`src/hdl/ria_pkg.sv`:
```
`timescale 1ns / 1ps
// ----------------------------------------------------------------------------
// ria_pkg
// Shared types and constants of the reference counted index allocator:
// request and response payloads, cell token and broadcast command structs.
// ----------------------------------------------------------------------------
package ria_pkg;

    // table geometry
    localparam int ENTRIES  = 64;
    localparam int IDX_W    = $clog2(ENTRIES);
    localparam int LVL_W    = $clog2(ENTRIES + 1);
    localparam int KEY_W    = 32;
    localparam int KEY_BITS = 32;   // low key bits that take part in the compare, 8..32
    localparam int CNT_W    = 16;

    localparam logic [CNT_W-1:0] COUNT_MAX = {CNT_W{1'b1}};

    // request actions
    localparam logic ACT_ASSIGN  = 1'b0;
    localparam logic ACT_RELEASE = 1'b1;

    // response status codes
    localparam logic [1:0] ST_OK        = 2'd0;
    localparam logic [1:0] ST_NOT_FOUND = 2'd1;
    localparam logic [1:0] ST_FULL      = 2'd2;
    localparam logic [1:0] ST_SATURATED = 2'd3;

    typedef struct packed {
        logic             action;
        logic [KEY_W-1:0] key;
    } req_t;

    typedef struct packed {
        logic [IDX_W-1:0] slot_index;
        logic [CNT_W-1:0] ref_count;
        logic             was_present;
        logic             released;
        logic [1:0]       status;
    } rsp_t;

    // search token handed from cell to cell
    typedef struct packed {
        logic             active;
        logic             found;
        logic [IDX_W-1:0] pos;
        logic [CNT_W-1:0] count;
    } tok_t;

    // table entry write broadcast to all cells
    typedef struct packed {
        logic                en;
        logic [IDX_W-1:0]    pos;
        logic                valid;
        logic [KEY_BITS-1:0] key;
        logic [CNT_W-1:0]    count;
    } tbl_wr_t;

    // free stack shift command
    typedef struct packed {
        logic push;
        logic pop;
    } stk_op_t;

endpackage

```
`src/hdl/ria_stack_cell.sv`:
```
`timescale 1ns / 1ps
// ----------------------------------------------------------------------------
// ria_stack_cell
// One free stack element. A push takes the value of the cell above, a pop
// takes the value of the cell below; the top cell faces the push data.
// ----------------------------------------------------------------------------
module ria_stack_cell
    import ria_pkg::*;
(
    input  logic             aclk,
    input  stk_op_t          op,
    input  logic [IDX_W-1:0] prev_val,
    input  logic [IDX_W-1:0] next_val,
    output logic [IDX_W-1:0] val
);

    logic [IDX_W-1:0] val_reg;

    // shift toward the bottom on push, toward the top on pop
    always_ff @(posedge aclk) begin
        if (op.push) begin
            val_reg <= prev_val;
        end else if (op.pop) begin
            val_reg <= next_val;
        end
    end

    assign val = val_reg;

endmodule

```
`config.mk`:
```
export PLATFORM = sky130hd
export DESIGN_NAME = ria_stack_cell
export DESIGN_NICKNAME = d
export VERILOG_FILES = /design/src/hdl/ria_pkg.sv /design/src/hdl/ria_stack_cell.sv
export SDC_FILE = /design/constraint.sdc
export NUM_CORES = 1
export LEC_CHECK = 0
export BUFFER_PORTS_ARGS = -buffer_cell sky130_fd_sc_hd__buf_2
export CORE_AREA = 2 2 39 41
export CTS_BUF_LIST = sky130_fd_sc_hd__clkbuf_4 sky130_fd_sc_hd__clkbuf_8 sky130_fd_sc_hd__clkbuf_16
export DETAILED_ROUTE_END_ITERATION = 8
export DIE_AREA = 0 0 41 43
export PLACE_DENSITY_LB_ADDON = 0.08
export SLEW_MARGIN = 10
export SYNTH_ARGS = -nofsm -noshare
export SYNTH_HDL_FRONTEND = slang
export SYNTH_SLANG_ARGS = --single-unit
```
`constraint.sdc`:
```
create_clock -name aclk -period 1 [get_ports aclk]
set_input_delay 0.15 -clock aclk [delete_from_list [all_inputs] [get_ports aclk]]
set_output_delay 0.15 -clock aclk [all_outputs]
set_load 0.01 [all_outputs]
```
==> flow_summary.json, run 1 <==
{
  "grt_pass1_vias": 185,
  "grt_max_degree": 8,
  "critPathLaunchType": "flop",
  "clk_pin_slew_worst_paths_ns": 0.04,
  "combPwrFrac": 0.172,
  "track_usage": 0.0648,
  "criticalPathCategory": "flop to output port",
  "synthXorXnorAreaFrac": 0,
  "ys_seq_area_frac": 0.626,
  "antennaDiodeCount": 0,
  "grt_pass1_wl_microns": 676,
  "p_switching_w": 0.000123,
  "core_sq_um": 1380,
  "yosys.cell_types.count": 4,
  "final_nets": 53,
  "synth.area.mux_share": 0.313,
  "endpoint_kind": "output port",
  "min_period_ns": 0.884,
  "cts_buffers": 3,
  "clock_path_buffers": 2,
  "worstPathBufferInverterCount": 1,
  "clock_sinks": 6,
  "status": "finished, final reports clean",
  "post_cts_buffers": 0,
  "power.density_nw_per_um2": 1510,
  "ys_warn_count": 0,
  "grt_overflow_total": 0,
  "design_area_sq_um": 419,
  "drtAntennaViolNets": 0,
  "start_util": 0.208,
  "cts_resized": 0,
  "path_delay_family": "flip-flops",
  "period_share": 0.884,
  "remaining_drc_errors": 0,
  "largest_register_ffs": 6,
  "dieArea_sq_um": 1760,
  "clockRootBuffer": "clkbuf_4",
  "crit_chain": "buf_2",
  "cp.arrival_ns": 0.73,
  "drt-initial-drc-count": 0,
  "drive_gt1_frac": 0.806,
  "cp_slowest_cell": "edfxtp_1",
  "ys_seq_elements": 6,
  "avgSynthCellArea_sq_um": 20.6,
  "floorplan.die.height_microns": 43,
  "place_area_sq_um": 397,
  "tightest_slew_ns": 0.236,
  "vias": 195,
  "rows": 14,
  "peakVddDrop_mv": 0.410,
  "synthCells": 14,
  "cts_tree": "done",
  "setup_viol": 0,
  "relSlewSlack": 0.843,
  "power_leakage_nw": 0.205,
  "wirelength_microns": 452,
  "synth_nets": 29,
  "dp.cells": 49,
  "fmax_ghz": 1.13,
  "critPathRequiredTime_ns": 0.85,
  "crit_fanout": 1,
  "hp-class": "input port to flop",
  "die_w_microns": 41,
  "place_congestion": 0.615,
  "hold_viol_final": 0,
  "p_int_w": 0.000510,
  "synth_top_family_by_area": "multiplexers",
  "setup_tns_ns": 0,
  "synth_fa_ha_area_frac": 0,
  "routed_via_density": 3.75,
  "drv_slew": 0,
  "numPortBuffers": 20,
  "synth_compound_area_frac": 0,
  "synthSimpleGateAreaFrac": 0.0217,
  "critPathMaxStageDelay_ns": 0.35,
  "power.share.sequential": 0.498,
  "cts_hold_buffers": 0,
  "dr.pass1.iters": 1,
  "h-tree-depth": 1,
  "maxCapViolations": 0,
  "syn_to_final_growth_pct": 45.7,
  "avgRoutedWirePerCell_microns": 8.69,
  "rsz0062_at_grt": "no",
  "stdcell_count": 52,
  "syn_area_sq_um": 288,
  "clkPwrFrac": 0.330,
  "antenna_found_initial": 0,
  "num_io_pins": 21,
  "swShare": 0.195
}
[final cells by class]
cell class | count | area, sq um
tap | 16 | 20.0
sequential | 6 | 180
timing repair buffer | 20 | 100
fill | 153 | 965
clock buffer | 3 | 22.5
multi-input combinational | 7 | 96.3
[through the flow]
stage / util / setup slack [ns] / hold WS [ns] / power, W
6_report: 0.303 / 0.116 / 0.214 / 0.000634
5_1_grt: 0.303 / 0.0790 / 0.215 / 0.000668
4_1_cts: 0.303 / 0.105 / 0.210 / 0.000642
3_5_place_dp: 0.287 / 0.0443 / 0.456 / 0.000431
3_3_place_gp: 0.287 / 0.0639 / 0.458 / 0.000430
2_1_floorplan: - / 0.162 / 0.367 / 0.000382
[synthesized netlist by cell type (all sizes together)]
library cell,n,area share
mux2,6,0.31
or2,1,0.022
buf,1,0.039
edfxtp,6,0.63
[cell usage in the layout, fill, tap and decap left out, drive strengths merged]
cell / instances
buf: 20
mux2: 6
edfxtp: 6
clkbuf: 3
or2: 1
[per-layer routing]
metal  vias to the layer above  GRT usage  routed length [microns]
met1                        84     0.0728                      164
met5                         -          0                        0
li1                         97          -                        -
met2                        14     0.0750                      221
met4                         0      0.100                        0
met3                         0     0.0157                       66
[kinds of logic after synthesis]
group                  count (synthesis)
and+or+nand+nor                        1
muxes                                  6
buffers and inverters                  1
DFF                                    6
[power by group through the flow]
| stage | logic, W | registers, W | clock network, W |
|---|---|---|---|
| 6_report | 0.000109 | 0.000316 | 0.000209 |
| 3_5_place_dp | 0.000111 | 0.000320 | 0 |
| 3_3_place_gp | 0.000111 | 0.000318 | 0 |
| 4_1_cts | 0.000111 | 0.000316 | 0.000215 |
| 2_1_floorplan | 0.0000447 | 0.000337 | 0 |
| 5_1_grt | 0.000121 | 0.000318 | 0.000230 |
[path summary, 6_finish.rpt]
check | startpoint | endpoint | slack [ns] | depth (start not counted)
setup / recovery | val[2] | val[2] | 0.12 | 1
hold / removal | prev_val[2] | val[2] | 0.21 | 2
(Power assumes the default switching activity.)
==> run 2, diff against run 1 <==
--- a/config.mk
+++ b/config.mk
@@ -11,6 +11,7 @@
 export DETAILED_ROUTE_END_ITERATION = 8
 export DIE_AREA = 0 0 41 43
 export PLACE_DENSITY_LB_ADDON = 0.08
+export REMOVE_ABC_BUFFERS = 1
 export SLEW_MARGIN = 10
 export SYNTH_ARGS = -nofsm -noshare
 export SYNTH_HDL_FRONTEND = slang
==> run 2 against run 1 <==
  * Non-clock buffer count is the same
  * Final area is the same
  * Final cell count is the same
  * Largest cell class unchanged
  * Critical path type unchanged
  * Routed wire length grew 3.1%
  * Global-route usage grew 0.20 points
  * Combinational power is essentially flat
  * First-iteration DRC count is the same
  * Critical path depth is the same
==> flow_summary.json, run 2 (synthesized netlist as in run 1, its figures left out) <==
{
  "endpoint_kind": "output port",
  "wirelength_microns": 466,
  "peakVddDrop_mv": 0.367,
  "floorplan.die.height_microns": 43,
  "critPathRequiredTime_ns": 0.85,
  "swShare": 0.197,
  "dieArea_sq_um": 1760,
  "clkPwrFrac": 0.331,
  "clock_sinks": 6,
  "vias": 191,
  "status": "finished, final reports clean",
  "critPathLaunchType": "flop",
  "grt_pass1_vias": 199,
  "p_int_w": 0.000510,
  "cts_buffers": 3,
  "clockRootBuffer": "clkbuf_4",
  "track_usage": 0.0668,
  "largest_register_ffs": 6,
  "path_delay_family": "flip-flops",
  "clock_path_buffers": 2,
  "tightest_slew_ns": 0.234,
  "place_congestion": 0.650,
  "hold_viol_final": 0,
  "power_leakage_nw": 0.205,
  "cts_tree": "done",
  "final_common_cell": "buf_2",
  "num_io_pins": 21,
  "cp_slowest_cell": "edfxtp_1",
  "whs_path_depth": 2,
  "crit_fanout": 1,
  "start_util": 0.208,
  "syn_to_final_growth_pct": 45.7,
  "antenna_found_initial": 0,
  "final_cell_mix": "20 x buf_2, 6 x mux2_4, 6 x edfxtp_1, 3 x clkbuf_4, 1 x or2_1",
  "critPathMaxStageDelay_ns": 0.35,
  "cts_resized": 0,
  "maxCapViolations": 0,
  "routed_via_density": 3.67,
  "fin_ws_ns": 0.115,
  "crit_chain": "buf_2",
  "combPwrFrac": 0.172,
  "criticalPathCategory": "flop to output port",
  "hold_slack_ns": 0.213,
  "setup_viol": 0,
  "rsz0062_at_grt": "no",
  "worstPathBufferInverterCount": 1,
  "fmax_ghz": 1.13,
  "grt_pass1_wl_microns": 696,
  "post_cts_buffers": 0,
  "avgRoutedWirePerCell_microns": 8.96,
  "power.share.sequential": 0.497,
  "power.density_nw_per_um2": 1520,
  "dr.pass1.iters": 1,
  "min_period_ns": 0.885,
  "rows": 14,
  "drive_gt1_frac": 0.806,
  "setup_tns_ns": 0,
  "worstHoldEndpoint": "val[4]",
  "core_sq_um": 1380,
  "period_share": 0.885,
  "remaining_drc_errors": 0,
  "clk_pin_slew_worst_paths_ns": 0.04,
  "numPortBuffers": 20,
  "hp-class": "input port to flop",
  "drv_slew": 0,
  "pre_cts_ws_ns": 0.0484,
  "drt-initial-drc-count": 0,
  "drtAntennaViolNets": 0,
  "holdCritStartpoint": "prev_val[4]",
  "h-tree-depth": 1,
  "grt_max_degree": 8,
  "grt_overflow_total": 0,
  "relSlewSlack": 0.844,
  "cp.arrival_ns": 0.73,
  "antennaDiodeCount": 0,
  "final_nets": 53,
  "cts_hold_buffers": 0,
  "die_w_microns": 41,
  "p_switching_w": 0.000125
}
## run 2: power by group through the flow
stage	Sequential (W)	Combinational, W	Clock, W
2_1_floorplan	0.000337	0.0000357	0
3_3_place_gp	0.000318	0.000110	0
3_5_place_dp	0.000320	0.000111	0
4_1_cts	0.000316	0.000111	0.000220
5_1_grt	0.000317	0.000122	0.000242
6_report	0.000316	0.000109	0.000211
## run 2: how the worst max path moves through the flow
stage,from,endpoint,slack (ns),cells past startpoint
2_1_floorplan,op[1],val[0],0.29,1
3_3_place_gp,op[1],val[4],0.06,2
3_5_place_dp,op[1],val[4],0.05,2
4_1_cts,val[5],val[5],0.10,1
5_1_grt,val[2],val[2],0.07,1
6_report,val[5],val[5],0.12,1
## run 2: layer usage
layer,GRT usage,part of all wire,routed length (microns)
met5,0,0,0
met4,0.100,0,0
met3,0.0157,0.15,68
met2,0.0844,0.47,221
met1,0.0693,0.38,176
## run 2: cell type report
cell class	instances	area, sq um
flip-flops and latches	6	180
clock buffers	3	22.5
multi-input cells	7	96.3
fillers	144	965
well taps	16	20.0
repair buffers	20	100
## run 2: stage by stage
stage | cells | util | instance area, sq um | total power [W]
after floorplan | 13 | - | 277 | 0.000372
after global placement | 49 | 0.287 | 397 | 0.000429
after detailed placement | 49 | 0.287 | 397 | 0.000432
after CTS | 52 | 0.303 | 419 | 0.000648
after global routing | 52 | 0.303 | 419 | 0.000682
final | 52 | 0.303 | 419 | 0.000635
