<file path="src/hdl/ria_pkg.sv">
`timescale 1ns / 1ps
// ----------------------------------------------------------------------------
// ria_pkg
// Shared types and constants of the reference counted index allocator:
// request and response payloads, cell token and broadcast command structs.
// ----------------------------------------------------------------------------
package ria_pkg;

    // table geometry
    localparam int ENTRIES  = 64;
    localparam int IDX_W    = $clog2(ENTRIES);
    localparam int LVL_W    = $clog2(ENTRIES + 1);
    localparam int KEY_W    = 32;
    localparam int KEY_BITS = 32;   // low key bits that take part in the compare, 8..32
    localparam int CNT_W    = 16;

    localparam logic [CNT_W-1:0] COUNT_MAX = {CNT_W{1'b1}};

    // request actions
    localparam logic ACT_ASSIGN  = 1'b0;
    localparam logic ACT_RELEASE = 1'b1;

    // response status codes
    localparam logic [1:0] ST_OK        = 2'd0;
    localparam logic [1:0] ST_NOT_FOUND = 2'd1;
    localparam logic [1:0] ST_FULL      = 2'd2;
    localparam logic [1:0] ST_SATURATED = 2'd3;

    typedef struct packed {
        logic             action;
        logic [KEY_W-1:0] key;
    } req_t;

    typedef struct packed {
        logic [IDX_W-1:0] slot_index;
        logic [CNT_W-1:0] ref_count;
        logic             was_present;
        logic             released;
        logic [1:0]       status;
    } rsp_t;

    // search token handed from cell to cell
    typedef struct packed {
        logic             active;
        logic             found;
        logic [IDX_W-1:0] pos;
        logic [CNT_W-1:0] count;
    } tok_t;

    // table entry write broadcast to all cells
    typedef struct packed {
        logic                en;
        logic [IDX_W-1:0]    pos;
        logic                valid;
        logic [KEY_BITS-1:0] key;
        logic [CNT_W-1:0]    count;
    } tbl_wr_t;

    // free stack shift command
    typedef struct packed {
        logic push;
        logic pop;
    } stk_op_t;

endpackage

</file>
<file path="src/hdl/ria_table_cell.sv">
`timescale 1ns / 1ps
// ----------------------------------------------------------------------------
// ria_table_cell
// One table entry: valid flag, key and reference count. Compares the
// broadcast key as the search token passes and hands the token on.
// ----------------------------------------------------------------------------
module ria_table_cell
    import ria_pkg::*;
(
    input  logic                aclk,
    input  logic                aresetn,
    input  logic [IDX_W-1:0]    cell_idx,
    input  logic [KEY_BITS-1:0] search_key,
    input  tbl_wr_t             wr,
    input  tok_t                tok_in,
    output tok_t                tok_out
);

    logic                valid_reg;
    logic [KEY_BITS-1:0] key_reg;
    logic [CNT_W-1:0]    count_reg;
    tok_t                tok_reg;
    tok_t                tok_next;
    logic                wr_hit;

    assign wr_hit = wr.en && (wr.pos == cell_idx);

    // entry valid flag
    always_ff @(posedge aclk) begin
        if (!aresetn) begin
            valid_reg <= 1'b0;
        end else if (wr_hit) begin
            valid_reg <= wr.valid;
        end
    end

    // entry key and count
    always_ff @(posedge aclk) begin
        if (wr_hit) begin
            key_reg   <= wr.key;
            count_reg <= wr.count;
        end
    end

    // match this entry as the token passes
    always_comb begin
        tok_next = tok_in;
        if (tok_in.active && valid_reg && (key_reg == search_key)) begin
            tok_next.found = 1'b1;
            tok_next.pos   = cell_idx;
            tok_next.count = count_reg;
        end
    end

    // token stage toward the next cell
    always_ff @(posedge aclk) begin
        if (!aresetn) begin
            tok_reg <= '0;
        end else begin
            tok_reg <= tok_next;
        end
    end

    assign tok_out = tok_reg;

endmodule

</file>
<file path="config.mk">
export PLATFORM = sky130hd
export DESIGN_NAME = ria_table_cell
export DESIGN_NICKNAME = d
export VERILOG_FILES = /design/src/hdl/ria_pkg.sv /design/src/hdl/ria_table_cell.sv
export SDC_FILE = /design/constraint.sdc
export NUM_CORES = 1
export LEC_CHECK = 0
export BUFFER_PORTS_ARGS = -buffer_cell sky130_fd_sc_hd__buf_4
export CAP_MARGIN = 5
export CORE_UTILIZATION = 30
export CTS_CLUSTER_SIZE = 40
export DETAILED_ROUTE_END_ITERATION = 16
export PLACE_DENSITY_LB_ADDON = 0.1
export SYNTH_ARGS = -nofsm -noshare
export SYNTH_HDL_FRONTEND = slang
export SYNTH_SLANG_ARGS = --single-unit
</file>
<file path="constraint.sdc">
create_clock -name aclk -period 8.66 [get_ports aclk]
set_clock_uncertainty 0.15 [all_clocks]
set_input_delay 0.866 -clock aclk [delete_from_list [all_inputs] [get_ports aclk]]
set_output_delay 0.866 -clock aclk [all_outputs]
set_load 0.02 [all_outputs]
</file>
==> results of run 1 <==
critical path, delay by kind of cell:
| family | cells | cell delay (ns) |
|---|---|---|
| simple gates | 3 | 1.01 |
| mux | 1 | 0.25 |
| buf+inv | 2 | 0.53 |
| xor+xnor | 1 | 0.15 |
per-stage QoR:
step	hold slack, ns	worst slack [ns]	cells	total power (W)
CTS	0.3693	5.938	468	0.0007340
detailed placement	0.3486	5.587	452	0.0004731
global route	0.3884	5.825	468	0.0007545
finish	0.3628	5.951	468	0.0007213
floorplan	0.3322	2.043	202	0.0004173
global placement	0.3363	5.666	452	0.0004718
final cells by class:
cell class,instances,area (sq um)
timing repair buffer,146,1096
clock inverter,5,57.56
multi-input combinational,122,858.3
clock buffer,11,131.4
sequential,73,1942
tap,111,138.9
fill,885,4972
routing by layer:
layer | vias up | part of all wire | wire length, um | GRT usage
met3 | 8 | 0.070 | 424 | 0.04498
met2 | 73 | 0.50 | 3050 | 0.2190
met5 | - | 0 | 0 | 0
met1 | 883 | 0.41 | 2517 | 0.1415
met4 | 0 | 0.013 | 77 | 0.06787
li1 | 1002 | - | - | -
kinds of logic (layout without fill, tap and decap cells):
family / count (synthesis) / count (layout) / share of synthesized area
xor gates and xnor gates: 38 / 38 / 0.1174
and+or+nand+nor: 60 / 60 / 0.09930
buffers and inverters: 7 / 162 / 0.01456
muxes: 23 / 23 / 0.08120
DFF: 73 / 73 / 0.6849
AOI/OAI and AO/OA: 1 / 1 / 0.002649
layout by cell type (no fill, tap or decap), types with 2 or more instances in the layout:
cell type	netlist	final
buf_4	0	146
edfxtp_1	48	48
nand2_1	44	44
dfxtp_1	25	25
xnor2_1	24	24
mux2i_1	23	23
xor2_1	14	14
clkbuf_8	0	9
nand4_1	6	6
nand3_1	2	2
nor4_1	3	2
clkbuf_1	5	2
clkinvlp_4	0	2
how the worst max path moves through the flow:
stage / start / end / slack, ns
3_3_place_gp: search_key[3] / tok_out[6] / 5.67
3_5_place_dp: search_key[13] / tok_out[2] / 5.59
5_1_grt: search_key[13] / tok_out[2] / 5.83
2_1_floorplan: cell_idx[4] / valid_reg / 2.04
6_report: search_key[13] / tok_out[2] / 5.95
4_1_cts: search_key[13] / tok_out[2] / 5.94
synthesized netlist by cell type:
| library cell | instances |
|---|---|
| and2_1 | 1 |
| buf_6 | 2 |
| clkbuf_1 | 5 |
| dfxtp_1 | 25 |
| edfxtp_1 | 48 |
| mux2i_1 | 23 |
| nand2_1 | 44 |
| nand3_1 | 2 |
| nand4_1 | 6 |
| nor2b_1 | 1 |
| nor3_1 | 1 |
| nor4_1 | 3 |
| nor4_4 | 1 |
| o21a_1 | 1 |
| or4_4 | 1 |
| xnor2_1 | 24 |
| xor2_1 | 14 |
power groups by stage:
stage | clock (W) | combinational (W) | sequential, W
after detailed placement | 0 | 0.0000835 | 0.000390
after CTS | 0.000269 | 0.0000838 | 0.000382
after global placement | 0 | 0.0000823 | 0.000390
after global routing | 0.000282 | 0.0000897 | 0.000382
final | 0.000257 | 0.0000823 | 0.000382
after floorplan | 0 | 0.0000199 | 0.000397
==> impl_metrics.csv, run 1 <==
group,metric,value,unit
outcome,status,"finished with violations",
outcome,violations,"DRC",
logic_synthesis,synth.ff_latch_count,73,
timing,rsz0062_at_grt,"no",
logic_synthesis,yosysTopAreaCellShare,0.5084,
worst_hold_path,worstHoldPathType,"flop to flop",
worst_setup_path,r2r_cells,6,
route,first_iter_violations,51,
logic_synthesis,synth_warnings,0,
cells_and_area,final_util,0.4593,
grt,grt_pass1_wl,9370,um
grt,antenna_found_initial,0,
cts,cts_max_level,3,
route,antenna_left,0,
route,avgRoutedWirePerCell,12.97,um
power_and_ir_drop,share_seq_of_total_power,0.529,
power_and_ir_drop,power_density,170.8,mW/mm^2
die,fp.dieW,99.22,um
die,rows,35,
route,first_pass_iters,10,
cts,tritoncts,"done",
power_and_ir_drop,switching_share,0.2182,
power_and_ir_drop,power.internal,0.0005639,W
worst_setup_path,crit_required,8.76,ns
cells_and_area,largest_reg_flops,32,
logic_synthesis,yosys.area.top_type,"edfxtp_1",
route,drt-vias-per-instance,4.201,
worst_setup_path,r2r_start,"key_reg[13]",
grt,overflow,0,
worst_setup_path,crit_arrival,2.81,ns
worst_hold_path,hp-start,"count_reg[9]",
grt,grt_max_degree,48,
grt,track_usage,0.1286,
worst_setup_path,cp_max_fo,23,
cts,cts_resized,0,
worst_setup_path,worst_setup_path_end_kind,"flop",
cts,cts_root_buf,"clkbuf_8",
worst_setup_path,rr_endpoint,"tok_out[2]",
cells_and_area,area_growth,48.98,%
worst_setup_path,crit_type,"input port to flop",
die,die_h,99.22,um
power_and_ir_drop,p_switching,0.0001574,W
worst_setup_path,critical_path.max_stage_delay,0.58,ns
power_and_ir_drop,power_frac_comb,0.114,
power_and_ir_drop,p_clk_frac,0.357,
placement,placedInstanceArea,0.004035,sq mm
worst_setup_path,crit_path_cell_trace,"buf_4 > xnor2_1 > nand4_1 > or4_4 > nor4_4 > buf_4 > mux2i_1",
cells_and_area,stdcell_area,0.004224,sq mm
route,drt_wl_total,6070,um
logic_synthesis,syn_inst,202,
cts,cts.hold.buffers_added,0,
cts,postCtsSetupBuffers,0,
cells_and_area,fin_nets,472,
worst_setup_path,start_kind,"input port",
logic_synthesis,yosysUniqueCellTypes,17,
worst_setup_path,cpMostUsedCell,"buf_4",
die,core-area,0.009196,sq mm
logic_synthesis,syn_nets,322,
die,start_util,0.3083,
worst_hold_path,hold_depth,2,
logic_synthesis,ys_seq_area_frac,0.6849,
cts,clkSinkCount,73,
timing,max_clock_freq,369.2,MHz
worst_setup_path,reg2reg_slack,6.21,ns
route,drc,2,
die,ios,144,
cts,clk_pin_slew_worst_paths,0.08,ns
worst_hold_path,worstHoldEndpoint,"tok_out[9]",
logic_synthesis,syn_avg_cell_area,14.04,sq um
cts,cts_buffer_depth,2,
route,num_vias,1966,
run,maxCapViolCount,0,
placement,gp_congestion,0.6725,
timing,tightest_slew,0.4461,ns
power_and_ir_drop,p_leak,1.716,nW
timing,hold_viol,0,
timing,setup_viol,0,
cts,cts_buffers,9,
cells_and_area,antennaDiodeCount,0,
power_and_ir_drop,peakVddDrop,0.06133,mV
grt,grt_pass1_vias,1988,
logic_synthesis,synth.area.top_cells,"edfxtp_1 51%, dfxtp_1 18%, mux2i_1 8.1%, xnor2_1 7.4%, nand2_1 5.8%",
timing,period_needed,2.709,ns
timing,finalSetupTns,0,ns
logic_synthesis,synthesis.area,0.002835,sq mm
timing,slew_headroom,0.7026,
worst_setup_path,slowest_stage,"or4_4",
die,die_area,0.009844,sq mm
timing,fin_crit_sh,0.3128,
placement,io_buffers,143,
cts,clkLatencyLatePin,0.34,ns
timing,finalMaxSlewViolations,0,
placement,hpwl,4331,um
cells_and_area,drive_gt1_frac,0.4538,
Power figures use the tool's default switching activity.
==> run 2, diff against run 1 <==
==> constraint.sdc (replaced) <==
create_clock -name aclk -period 2.35 [get_ports aclk]
set_clock_uncertainty 0.15 [all_clocks]
set_input_delay 0.235 -clock aclk [delete_from_list [all_inputs] [get_ports aclk]]
set_output_delay 0.235 -clock aclk [all_outputs]
set_load 0.02 [all_outputs]
==> impl_metrics.csv, run 2 (same netlist as run 1, synthesis figures left out) <==
group,metric,value,unit
cells_and_area,drive_gt1_frac,0.3903,
power_and_ir_drop,peakVddDrop,0.2748,mV
timing,slew_headroom,0.6929,
cells_and_area,largest_reg_flops,32,
die,core-area,0.009196,sq mm
cells_and_area,antennaDiodeCount,0,
power_and_ir_drop,power_density,576.0,mW/mm^2
worst_hold_path,worstHoldPathType,"input port to flop",
die,start_util,0.3083,
placement,gp_congestion,0.6817,
timing,setup_viol,0,
cts,cts_buffer_depth,2,
grt,grt_max_degree,48,
cts,cts_max_level,3,
cells_and_area,final_util,0.5535,
grt,track_usage,0.1464,
cells_and_area,stdcell_area,0.005090,sq mm
worst_setup_path,cp_top_family,"simple AND/OR/NAND/NOR gates",
route,avgRoutedWirePerCell,13.49,um
worst_setup_path,worst_setup_path_end_kind,"flop",
worst_setup_path,slowest_stage,"or4_4",
timing,fin_crit_sh,0.9564,
grt,antenna_found_initial,0,
die,die_h,99.22,um
cts,clkSinkCount,73,
power_and_ir_drop,power_frac_comb,0.142,
power_and_ir_drop,share_seq_of_total_power,0.480,
worst_setup_path,reg2reg_slack,0.10,ns
worst_setup_path,crit_required,2.46,ns
power_and_ir_drop,p_switching,0.0006146,W
worst_setup_path,crit_type,"flop to flop",
die,rows,35,
route,drc,0,
worst_setup_path,crit_arrival,2.36,ns
cells_and_area,fin_nets,548,
route,drt_wl_total,7341,um
route,antenna_left,0,
power_and_ir_drop,switching_share,0.2097,
cells_and_area,area_growth,79.52,%
timing,finalMaxSlewViolations,0,
placement,placedInstanceArea,0.004075,sq mm
timing,max_clock_freq,445.0,MHz
cts,cts_buffers,9,
placement,hpwl,4567,um
cells_and_area,final_cell_mix,"146 x buf_4, 73 x dlygate4sd3_1, 48 x edfxtp_1",
worst_setup_path,critical_path.max_stage_delay,0.57,ns
placement,io_buffers,143,
cts,clkLatencyLatePin,0.33,ns
route,first_iter_violations,43,
grt,grt_pass1_wl,10980,um
power_and_ir_drop,power.internal,0.002317,W
worst_setup_path,cp.depth,7,
outcome,status,"complete, no violations",
worst_setup_path,crit_path_cell_trace,"xnor2_1 > nand4_1 > or4_4 > nor4_4 > buf_4 > clkbuf_16 > mux2i_1",
cts,tritoncts,"done",
power_and_ir_drop,p_leak,2.081,nW
timing,tightest_slew,0.4607,ns
die,die_area,0.009844,sq mm
die,ios,144,
cts,cts_root_buf,"clkbuf_8",
cells_and_area,final_common_cell,"buf_4",
cts,clk_pin_slew_worst_paths,0.08,ns
cells_and_area,multi_input_area,892.1,sq um
worst_setup_path,r2r_cells,7,
cells_and_area,regArea,0.001942,sq mm
cells_and_area,n_fill_cell,800,
grt,grt_pass1_vias,2397,
timing,period_needed,2.247,ns
route,drt-vias-per-instance,4.243,
timing,hold_viol,0,
worst_hold_path,hold_depth,3,
worst_setup_path,start_kind,"flop",
worst_setup_path,cp_max_fo,6,
grt,overflow,0,
worst_setup_path,path_buf_inv,2,
route,num_vias,2308,
run,maxCapViolCount,0,
power_and_ir_drop,p_clk_frac,0.379,
route,first_pass_iters,4,
die,fp.dieW,99.22,um
timing,hold_ws,0.02034,ns
-- run 2: cell types whose count changed in the layout (fill, tap and decap cells not counted), sizes merged --
cell,previous run,this run
dlygate4sd3,0,73
clkbuf,11,14
clkinvlp,2,1
clkinv,2,1
buf,146,148
-- run 2: area by class of cell --
cell class,instances,area share
Clock buffer,13,0.03761
Clock inverter,3,0.008358
Multi-Input combinational cell,122,0.1753
Sequential cell,73,0.3815
Tap cell,111,0.02729
Timing Repair Buffer,222,0.3700
-- run 2: through the flow --
stage                     setup TNS [ns]  worst slack, ns  total power (W)  cells
final                                  0           0.1026         0.002932    544
after global routing           -0.006896        -0.006896         0.003064    544
after CTS                              0          0.05513         0.002968    541
after detailed placement               0          0.07088         0.001751    452
after global placement                 0          0.09758         0.001748    452
after floorplan                   -16.61          -0.3758         0.001542    202
-- run 2: power groups by stage --
stage | Clock, W | Combinational (W) | Sequential [W]
floorplan | 0 | 0.0000788 | 0.00146
global placement | 0 | 0.000312 | 0.00144
detailed placement | 0 | 0.000315 | 0.00144
CTS | 0.00115 | 0.000415 | 0.00141
global route | 0.00121 | 0.000447 | 0.00141
finish | 0.00111 | 0.000415 | 0.00141
-- run 2: worst register-to-register path, stage by stage, from the launching register on --
cell,delay [ns]
edfxtp_1,0.39
xnor2_1,0.16
nand4_1,0.12
or4_4,0.57
nor4_4,0.23
buf_4,0.21
clkbuf_16,0.16
mux2i_1,0.18
-- run 2: per-layer routing --
| layer | GRT usage | up-vias | wire length [um] |
|---|---|---|---|
| li1 | - | 1154 | - |
| met1 | 0.1550 | 1064 | 2999 |
| met2 | 0.2692 | 80 | 3808 |
| met3 | 0.04427 | 10 | 430 |
| met4 | 0.06109 | 0 | 102 |
| met5 | 0 | - | 0 |
-- run 2: worst paths after layout --
path                                     to           from
worst min register to register  tok_out[13]  count_reg[13]
worst max register to register  tok_out[16]     key_reg[7]
worst min-delay path              valid_reg         wr[48]
worst max-delay path            tok_out[16]     key_reg[7]
-- run 2: timing repair --
| action | CTS | global route |
|---|---|---|
| hold buffers | 73 | 0 |
| setup buffers | 0 | 1 |
| setup endpoints to repair | 0 | 21 |
| endpoints found under the hold margin | 72 | 0 |
| resized for setup | 0 | 1 |
==> run 3, diff against run 2 <==
--- a/config.mk
+++ b/config.mk
@@ -11,6 +11,7 @@
 export CTS_CLUSTER_SIZE = 40
 export DETAILED_ROUTE_END_ITERATION = 16
 export PLACE_DENSITY_LB_ADDON = 0.1
+export RECOVER_POWER = 25
 export SYNTH_ARGS = -nofsm -noshare
 export SYNTH_HDL_FRONTEND = slang
 export SYNTH_SLANG_ARGS = --single-unit
==> impl_metrics.csv, run 3 (same netlist as run 1, synthesis figures left out) <==
group,metric,value,unit
power_and_ir_drop,p_clk_frac,0.380,
power_and_ir_drop,peakVddDrop,0.2762,mV
die,start_util,0.3083,
worst_setup_path,critical_path.max_stage_delay,0.57,ns
cells_and_area,antennaDiodeCount,0,
cells_and_area,drive_gt1_frac,0.3903,
timing,finalSetupTns,0,ns
cells_and_area,final_cell_mix,"110 x buf_4, 73 x dlygate4sd3_1, 48 x edfxtp_1",
cts,tritoncts,"done",
outcome,status,"complete, no violations",
route,avgRoutedWirePerCell,13.42,um
die,fp.dieW,99.22,um
timing,period_needed,2.246,ns
cells_and_area,largest_reg_flops,32,
die,die_h,99.22,um
route,drt_wl_total,7300,um
worst_setup_path,cp_top_family,"simple AND/OR/NAND/NOR gates",
worst_setup_path,reg2reg_slack,0.10,ns
power_and_ir_drop,switching_share,0.2100,
cts,cts_root_buf,"clkbuf_8",
timing,hold_ws,0.02024,ns
die,ios,144,
die,die_area,0.009844,sq mm
grt,grt_pass1_wl,10980,um
grt,grt_pass1_vias,2397,
worst_setup_path,rr_endpoint,"tok_out[16]",
power_and_ir_drop,p_switching,0.0006151,W
timing,max_clock_freq,445.2,MHz
placement,io_buffers,143,
route,num_vias,2303,
power_and_ir_drop,power,0.002929,W
die,rows,35,
cells_and_area,area_growth,79.52,%
worst_setup_path,crit_path_cell_trace,"xnor2_1 > nand4_1 > or4_4 > nor4_4 > buf_4 > clkbuf_16 > mux2i_1",
worst_setup_path,cp.depth,7,
route,drt-vias-per-instance,4.233,
worst_setup_path,r2r_start,"key_reg[7]",
cells_and_area,fin_nets,548,
worst_setup_path,crit_arrival,2.36,ns
route,first_pass_iters,4,
worst_setup_path,slowest_stage,"or4_4",
timing,finalMaxSlewViolations,0,
cts,clk_pin_slew_worst_paths,0.08,ns
power_and_ir_drop,power.internal,0.002314,W
worst_hold_path,worstHoldPathType,"input port to flop",
worst_setup_path,r2r_cells,7,
worst_setup_path,crit_required,2.46,ns
route,antenna_left,0,
worst_setup_path,start_kind,"flop",
grt,antenna_found_initial,0,
worst_setup_path,crit_type,"flop to flop",
timing,fin_crit_sh,0.9559,
run,maxCapViolCount,0,
power_and_ir_drop,share_seq_of_total_power,0.480,
timing,tightest_slew,0.4629,ns
grt,grt_max_degree,48,
placement,gp_congestion,0.6817,
grt,overflow,0,
timing,hold_viol,0,
cts,clkLatencyLatePin,0.34,ns
power_and_ir_drop,power_frac_comb,0.140,
power_and_ir_drop,p_leak,2.073,nW
cts,clkSinkCount,73,
worst_setup_path,worst_setup_path_end_kind,"flop",
placement,hpwl,4567,um
cts,cts_buffers,9,
power_and_ir_drop,power_density,575.5,mW/mm^2
worst_setup_path,path_buf_inv,2,
cts,cts_buffer_depth,2,
worst_hold_path,hold_depth,3,
worst_hold_path,worstHoldEndpoint,"valid_reg",
die,core-area,0.009196,sq mm
cts,cts_max_level,3,
worst_setup_path,cp_max_fo,6,
cells_and_area,final_common_cell,"buf_4",
worst_hold_path,hp-start,"wr[48]",
route,first_iter_violations,50,
timing,slew_headroom,0.6914,
timing,setup_viol,0,
route,drc,0,
grt,track_usage,0.1464,
==> run 3: worst min-delay path, stage by stage <==
cell     delay (ns)
buf_4          0.08
mux2i_1        0.05
nor2b_1        0.10
==> run 3: power groups by stage <==
stage / clock, W / combinational (W) / sequential, W
detailed placement: 0 / 0.000315 / 0.00144
global route: 0.00121 / 0.000444 / 0.00141
finish: 0.00111 / 0.000411 / 0.00141
floorplan: 0 / 0.0000788 / 0.00146
CTS: 0.00115 / 0.000415 / 0.00141
global placement: 0 / 0.000312 / 0.00144
==> run 3: worst max-delay path by stage <==
stage                startpoint          end  slack (ns)
finish               key_reg[7]  tok_out[16]        0.10
global route         key_reg[7]  tok_out[16]      -0.007
CTS                  key_reg[7]  tok_out[17]        0.06
detailed placement   key_reg[7]  tok_out[14]        0.07
global placement     key_reg[7]   tok_out[6]         0.1
floorplan           cell_idx[4]    valid_reg       -0.38
==> run 3: stage by stage <==
step | setup slack [ns] | util | instances | cell area (sq um)
finish | 0.1037 | 0.5535 | 544 | 5090
CTS | 0.05513 | 0.5480 | 541 | 5040
floorplan | -0.3758 | - | 202 | 2869
detailed placement | 0.07088 | 0.4431 | 452 | 4075
global route | -0.006896 | 0.5535 | 544 | 5090
global placement | 0.09758 | 0.4431 | 452 | 4075
==> run 3: layout make-up <==
class	instances	area [sq um]
clock inverter	3	42.54
clock buffer	13	191.4
multi-input combinational	122	892.1
sequential	73	1942
fill	800	4106
tap	111	138.9
timing repair buffer	222	1883
==> run 3: repair_timing <==
action,4_1_cts,5_1_grt
gates resized for setup,0,1
buffers inserted,0,1
endpoints found under the setup margin,0,21
hold endpoints to repair,72,0
hold buffers,73,0
==> run 3: metal layers <==
| metal | track usage | wire [um] | vias to the layer above |
|---|---|---|---|
| met5 | 0 | 0 | - |
| met4 | 0.06109 | 102 | 0 |
| met3 | 0.04427 | 433 | 10 |
| met2 | 0.2692 | 3790 | 82 |
| met1 | 0.1550 | 2973 | 1059 |
| li1 | - | - | 1152 |
